==> config.mk <==
export PLATFORM = sky130hd
export DESIGN_NAME = sorted_region_claim_table
export DESIGN_NICKNAME = d
export VERILOG_FILES = /design/src/rtl/srct_pkg.sv /design/src/rtl/srct_cell.sv /design/src/rtl/sorted_region_claim_table.sv
export SDC_FILE = /design/constraint.sdc
export NUM_CORES = 2
export LEC_CHECK = 0
export BUFFER_PORTS_ARGS = -buffer_cell sky130_fd_sc_hd__buf_2
export CORE_ASPECT_RATIO = 1.4
export CORE_UTILIZATION = 40
export DETAILED_ROUTE_END_ITERATION = 12
export PLACE_DENSITY = 0.62
export SETUP_SLACK_MARGIN = 0.1
export SLEW_MARGIN = 10
export SYNTH_ARGS = -nofsm -noshare
export SYNTH_HDL_FRONTEND = slang
export SYNTH_SLANG_ARGS = --single-unit
==> constraint.sdc <==
create_clock -name clk -period 23.3 [get_ports clk]
set_input_delay 4.66 -clock clk [delete_from_list [all_inputs] [get_ports clk]]
set_output_delay 4.66 -clock clk [all_outputs]
set_load 0.03 [all_outputs]
==> src/rtl/srct_pkg.sv <==
// shared types and constants for the sorted region claim table
`default_nettype none
package srct_pkg;

	localparam int TABLE_DEPTH = 16;
	localparam int CNT_W = $clog2(TABLE_DEPTH + 1);
	localparam int OCC_W = 5;

	localparam logic OP_INSERT = 1'b0;
	localparam logic OP_REMOVE = 1'b1;

	localparam logic [1:0] ST_OK        = 2'd0;
	localparam logic [1:0] ST_FULL      = 2'd1;
	localparam logic [1:0] ST_NOT_FOUND = 2'd2;

	typedef struct packed {
		logic [31:0] offset;
		logic [31:0] size;
		logic [31:0] ident;
		logic [15:0] owner;
		logic        mode;
	} entry_t;

	typedef struct packed {
		logic capture;
		logic ins_commit;
		logic rem_commit;
		logic valid;
		logic at_fill;
	} cell_ctl_t;

endpackage
`default_nettype wire

==> src/rtl/srct_cell.sv <==
// one table slot: compares against the broadcast key and shifts with its neighbors
`default_nettype none
module srct_cell (
	input  wire                 clk,
	input  wire                 arst_n,
	input  srct_pkg::cell_ctl_t ctl,
	input  wire  [31:0]         key_offset,
	input  wire  [31:0]         key_ident,
	input  srct_pkg::entry_t    new_entry,
	input  srct_pkg::entry_t    prev_entry,
	input  srct_pkg::entry_t    next_entry,
	input  wire                 prev_gt,
	input  wire                 prev_found,
	output srct_pkg::entry_t    entry,
	output logic                gt,
	output logic                found
);
	import srct_pkg::*;

	entry_t entry_q;
	logic   gt_q;
	logic   match_q;
	logic   is_pos;

	always_ff @(posedge clk or negedge arst_n) begin
		if (!arst_n) begin
			gt_q    <= 1'b0;
			match_q <= 1'b0;
		end else if (ctl.capture) begin
			gt_q    <= ctl.valid && (entry_q.offset > key_offset);
			match_q <= ctl.valid && (entry_q.ident == key_ident);
		end
	end

	assign is_pos = !prev_gt && (gt_q || ctl.at_fill);
	assign found  = prev_found || match_q;

	always_ff @(posedge clk) begin
		if (ctl.ins_commit) begin
			if (prev_gt) begin
				entry_q <= prev_entry;
			end else if (is_pos) begin
				entry_q <= new_entry;
			end
		end else if (ctl.rem_commit && found) begin
			entry_q <= next_entry;
		end
	end

	assign entry = entry_q;
	assign gt    = gt_q;

endmodule
`default_nettype wire

==> src/rtl/sorted_region_claim_table.sv <==
// top level: chain of slot cells, fill count and result register
// A table of up to 16 region claims kept sorted by offset, one slot per cell.
// Each item has an accept step and an update step: in the accept cycle
// every cell compares its stored offset and identifier with the incoming
// item in parallel, and when the update commits every cell loads its own,
// its neighbor's or the new entry and the result is registered. A new item
// is accepted as soon as the previous one has updated the table, even while
// its result still waits; the update waits only when a result is already
// held and not taken. Inserts into a full table report full, removes of an
// absent identifier report not found, and neither changes the table.
`default_nettype none
module sorted_region_claim_table (
	input  wire         clk,
	input  wire         arst_n,
	input  wire         in_valid,
	output logic        in_ready,
	input  wire         op,
	input  wire  [31:0] ident,
	input  wire  [15:0] owner,
	input  wire         mode,
	input  wire  [31:0] new_offset,
	input  wire  [31:0] new_size,
	output logic        out_valid,
	input  wire         out_ready,
	output logic [1:0]  status,
	output logic [srct_pkg::OCC_W-1:0] occupancy
);
	import srct_pkg::*;

	typedef enum logic [1:0] {
		S_IDLE = 2'b01,
		S_UPD  = 2'b10
	} state_t;

	state_t              state_q;
	logic                op_q;
	entry_t              item_q;
	logic [CNT_W-1:0]    fill_q;
	logic                out_valid_q;
	logic [1:0]          status_q;
	logic                accept;
	logic                commit;
	logic                full;
	logic                found_any;
	logic                ins_ok;
	logic                rem_ok;
	entry_t              cur_entry;
	entry_t              entries [TABLE_DEPTH];
	logic                gts     [TABLE_DEPTH];
	logic                founds  [TABLE_DEPTH];
	cell_ctl_t           ctls    [TABLE_DEPTH];

	assign accept    = in_valid && in_ready;
	assign in_ready  = (state_q == S_IDLE);
	assign commit    = (state_q == S_UPD) && (!out_valid_q || out_ready);
	assign full      = (fill_q == CNT_W'(TABLE_DEPTH));
	assign found_any = founds[TABLE_DEPTH-1];
	assign ins_ok    = commit && (op_q == OP_INSERT) && !full;
	assign rem_ok    = commit && (op_q == OP_REMOVE) && found_any;

	assign cur_entry.offset = new_offset;
	assign cur_entry.size   = new_size;
	assign cur_entry.ident  = ident;
	assign cur_entry.owner  = owner;
	assign cur_entry.mode   = mode;

	genvar i;
	generate
		for (i = 0; i < TABLE_DEPTH; i++) begin : g_cell
			assign ctls[i].capture    = accept;
			assign ctls[i].ins_commit = ins_ok;
			assign ctls[i].rem_commit = rem_ok;
			assign ctls[i].valid      = (fill_q > CNT_W'(i));
			assign ctls[i].at_fill    = (fill_q == CNT_W'(i));

			srct_cell u_cell (
				.clk        (clk),
				.arst_n     (arst_n),
				.ctl        (ctls[i]),
				.key_offset (new_offset),
				.key_ident  (ident),
				.new_entry  (item_q),
				.prev_entry ((i == 0) ? item_q : entries[(i == 0) ? 0 : i-1]),
				.next_entry (entries[(i == TABLE_DEPTH-1) ? i : i+1]),
				.prev_gt    ((i == 0) ? 1'b0 : gts[(i == 0) ? 0 : i-1]),
				.prev_found ((i == 0) ? 1'b0 : founds[(i == 0) ? 0 : i-1]),
				.entry      (entries[i]),
				.gt         (gts[i]),
				.found      (founds[i])
			);
		end
	endgenerate

	always_ff @(posedge clk) begin
		if (accept) begin
			op_q   <= op;
			item_q <= cur_entry;
		end
	end

	always_ff @(posedge clk or negedge arst_n) begin
		if (!arst_n) begin
			state_q     <= S_IDLE;
			fill_q      <= '0;
			out_valid_q <= 1'b0;
			status_q    <= ST_OK;
		end else begin
			unique case (state_q)
				S_IDLE: begin
					if (accept) begin
						state_q <= S_UPD;
					end
				end
				S_UPD: begin
					if (commit) begin
						state_q <= S_IDLE;
					end
				end
				default: begin
					state_q <= S_IDLE;
				end
			endcase
			if (commit) begin
				out_valid_q <= 1'b1;
				if (op_q == OP_INSERT) begin
					status_q <= full ? ST_FULL : ST_OK;
				end else begin
					status_q <= found_any ? ST_OK : ST_NOT_FOUND;
				end
				if (ins_ok) begin
					fill_q <= fill_q + CNT_W'(1);
				end else if (rem_ok) begin
					fill_q <= fill_q - CNT_W'(1);
				end
			end else if (out_valid_q && out_ready) begin
				out_valid_q <= 1'b0;
			end
		end
	end

	assign out_valid = out_valid_q;
	assign status    = status_q;
	assign occupancy = OCC_W'(fill_q);

`ifndef SYNTH
	a_fill_bound: assert property (@(posedge clk) disable iff (!arst_n)
		fill_q <= CNT_W'(TABLE_DEPTH))
		else $error("fill count beyond table depth");

	a_accept_upd: assert property (@(posedge clk) disable iff (!arst_n)
		accept |=> (state_q == S_UPD))
		else $error("accepted beat did not start an update");

	a_ins_count: assert property (@(posedge clk) disable iff (!arst_n)
		ins_ok |=> (fill_q == $past(fill_q) + CNT_W'(1)))
		else $error("insert did not grow the fill count");

	a_rem_count: assert property (@(posedge clk) disable iff (!arst_n)
		rem_ok |=> (fill_q == $past(fill_q) - CNT_W'(1)))
		else $error("remove did not shrink the fill count");

	a_result_status: assert property (@(posedge clk) disable iff (!arst_n)
		commit |=> out_valid_q && (status_q == ST_OK || status_q == ST_FULL
			|| status_q == ST_NOT_FOUND))
		else $error("update did not leave a valid result");
`endif

endmodule
`default_nettype wire

==> flow_summary.yaml <==
logic_synthesis:
  ys_seq_area_share_pct: 47.01
  synth_edf_count: 1089
  synthFlopType: "edfxtp_1"
  avgSynthCellArea_um2: 10.57
  ys_types: 66
  synthCells: 6795
  synth_area_um2: 71800
  ys_ff_latch: 1131
  ys.warnings.count: 0
  syn_nets: 7430
  ys_async_sr_fraction_pct: 3.714
floorplanning:
  start_util_pct: 40.36
  io_pins: 127
  core_um2: 177900
  die_w_um: 360.1
  rows: 183
  die_y_um: 503.3
  dieArea_um2: 181200
detailed_routing:
  vias: 54526
  wirelength_um: 257300
  drc_errors: 0
  wire_per_inst_um: 28.50
  ant_nets: 0
  dr.pass1.iters: 6
  drt-initial-drc-count: 5437
  routed_via_density: 6.040
sta:
  relSlewSlack_pct: 1.763
  rsz0062_at_grt: "no"
  final-hold-violation-count: 0
  finalSetupViolations: 0
  finClkSkew_ns: 0.04668
  post-route-period-util_pct: 39.03
  fmax_mhz: 110.0
  slew_viol_final: 0
  fin_setup_tns_ns: 0
  min_period_ns: 9.094
  tightest_slew_ns: 1.458
setup_path:
  critPathBufInv: 5
  critPathMaxStageDelay_ns: 0.91
  crit_fanout: 121
  cp_cell_sequence: "buf_2 > nor2b_1 > nor3_1 > nand2_4 > buf_4 > buf_4 > buf_4 > buf_4 > o21ai_0"
  start_kind: "input pin"
  rr_worst_depth: 10
  cp-endpoint: "g_cell[3].u_cell.entry[37]"
  endpoint_kind: "register"
  r2r_slack_ns: 16.66
  path_class: "in -> reg"
  crit_required_ns: 23.79
  r2r_start: "occupancy[1]"
  cp_common_cell: "buf_4"
  cp.depth: 9
  rr_endpoint: "g_cell[3].u_cell.entry[37]"
  cp-startpoint: "out_ready"
  critPathTopFamily: "buffers and inverters"
  critPathArrivalTime_ns: 9.58
  crit_slowest_cell: "buf_4"
cts:
  clockBufferDepth: 3
  path_clk_slew_ns: 0.06
  clock-sinks: 1131
  numCtsBuffers: 118
  hold_buffers: 0
  post_cts_resized: 0
  cts_tree: "built"
  worstSkewPairLatency_ns: 0.79
  ctsRootBufferMaster: "clkbuf_16"
  cts_setup_buffers: 0
  h-tree-depth: 3
global_routing:
  grt-ovfl-total: 0
  grt_max_degree: 270
  antenna_found_initial: 12
  grt_pass1_wl_um: 373400
  grt_pass1_vias: 54089
  globalRouteTotalUtil_pct: 27.85
status:
  status: "finished with violations"
  violations: "max-capacitance violations"
cells_and_area:
  finalNetCount: 7245
  final_common_cell: "nand2_1"
  drive_gt1_share_pct: 7.226
  final_area_um2: 78090
  fin_cells: 9027
  syn_to_final_growth_pct: 8.760
  layout_common_cells: "nand2_1, edfxtp_1, o21ai_0, mux2i_1, ha_1"
placement:
  placed_cell_area_um2: 74230
  dpl.cell_count: 8802
  hpwl_um: 185800
  io_buffers: 77
  globalplace.congestion: 1.021
run:
  maxCapViolCount: 1
power_and_ir_drop:
  p_leak_nw: 29.06
  p_total_mw: 5.383
  powerDensity_nw_per_um2: 68.93
  ir_drop_v: 0.00005879
min_path:
  hp-class: "reg -> reg"
power by group:
group | switching [mW] | internal (mW) | leakage (nW) | total (mW)
clock network | 0.881 | 1.08 | 1.88 | 1.96
registers | 0.201 | 2.26 | 10.4 | 2.46
logic | 0.563 | 0.400 | 16.8 | 0.962
state kept, by name, indices dropped and copies added (netlist names):
register,count
g_cell.u_cell.entry,1024
g_cell.u_cell.gt,16
occupancy,5
status,2
state_q,2
op_q,1
g_cell.u_cell.match_q,16
item_q,64
out_valid,1
through the flow:
| step | setup WS [ns] | utilization [%] | hold WS [ns] |
|---|---|---|---|
| after floorplan | 12.25 | - | 0.4398 |
| after global placement | 13.44 | 41.72 | 0.4515 |
| after detailed placement | 13.36 | 41.72 | 0.4655 |
| after CTS | 14.20 | 43.88 | 0.4806 |
| after global routing | 13.72 | 43.89 | 0.5044 |
| final | 14.21 | 43.90 | 0.4725 |
tightest hold or removal path: stages, from the launching register on:
cell and delay [ns]:
dfrtp_1 0.33, nand2_1 0.05, o31ai_1 0.05
cell families after synthesis:
family / Yosys count / share of synthesized area, %
mux: 961 / 13.51
xor+xnor: 516 / 6.294
flops: 1131 / 47.01
buf+inv: 541 / 2.947
fa+ha+maj: 517 / 9.009
compound gates: 1394 / 10.70
simple gates: 1735 / 10.54
synthesized netlist by cell type, types with 4 or more instances:
master     number  area (um2)
or3_1           5       31.28
a221o_1         7       70.07
nor2b_1        14       87.58
nand3_1        49       245.2
mux2_2         64       720.7
nand2b_1       18       112.6
o21a_1          7       52.55
o211ai_1       17       127.6
a32oi_1         4       35.03
buf_2          62       310.3
nor3b_1         4       30.03
a21o_1         31       232.7
xnor2_1       280        2452
o21bai_1        5       37.54
nor4_1         94       588.1
dfrtp_1        41        1026
a21oi_1       156       780.8
clkbuf_1      379        1423
a32o_1          5       50.05
o2111ai_1       4       35.03
a221oi_1        8       70.07
o21ai_0      1009        5050
nor2_1         63       236.5
and4_1         10       87.58
a31oi_1        11       68.82
a2111oi_0      29       254.0
xor2_1        236        2067
mux2i_1       897        8979
a211o_1        12       105.1
or4_1           6       45.04
inv_1          62       232.7
ha_1          517        6469
o31ai_1         9       67.56
nand4_1       176        1101
nor3_1         42       210.2
buf_1          36       135.1
edfxtp_1     1089       32700
and3_1          9       56.30
a211oi_1       46       345.3
nand3b_1        5       37.54
nand2_1      1230        4617
worst min path at each step:
stage	startpoint	end	slack, ns	depth (start not counted)
2_1_floorplan	g_cell[15].u_cell.match_q	g_cell[15].u_cell.match_q	0.44	2
3_3_place_gp	g_cell[10].u_cell.match_q	g_cell[10].u_cell.match_q	0.45	2
3_5_place_dp	g_cell[10].u_cell.match_q	g_cell[10].u_cell.match_q	0.47	2
4_1_cts	g_cell[10].u_cell.match_q	g_cell[10].u_cell.match_q	0.48	2
5_1_grt	g_cell[10].u_cell.match_q	g_cell[10].u_cell.match_q	0.50	2
6_report	g_cell[10].u_cell.match_q	g_cell[10].u_cell.match_q	0.47	2
layout make-up:
| class | instances | area [um2] |
|---|---|---|
| inverters | 63 | 239.0 |
| clock inverters | 71 | 661.9 |
| clock buffers | 151 | 3181 |
| diodes | 3 | 7.507 |
| fillers | 16788 | 99820 |
| multi-input cells | 5123 | 36170 |
| well taps | 2312 | 2893 |
| repair buffers | 173 | 1131 |
| flip-flops and latches | 1131 | 33810 |
metal layers:
metal / routed length, um / part of all wire [%] / vias to the layer above / global-route usage, %
met5: 52 / 0.020 / - / 0
met4: 24170 / 9.4 / 8 / 23.29
met2: 122600 / 48 / 2088 / 46.55
met3: 15070 / 5.9 / 645 / 3.956
met1: 95420 / 37 / 27113 / 31.65
li1: - / - / 24672 / -
Power figures use the tool's default switching activity.
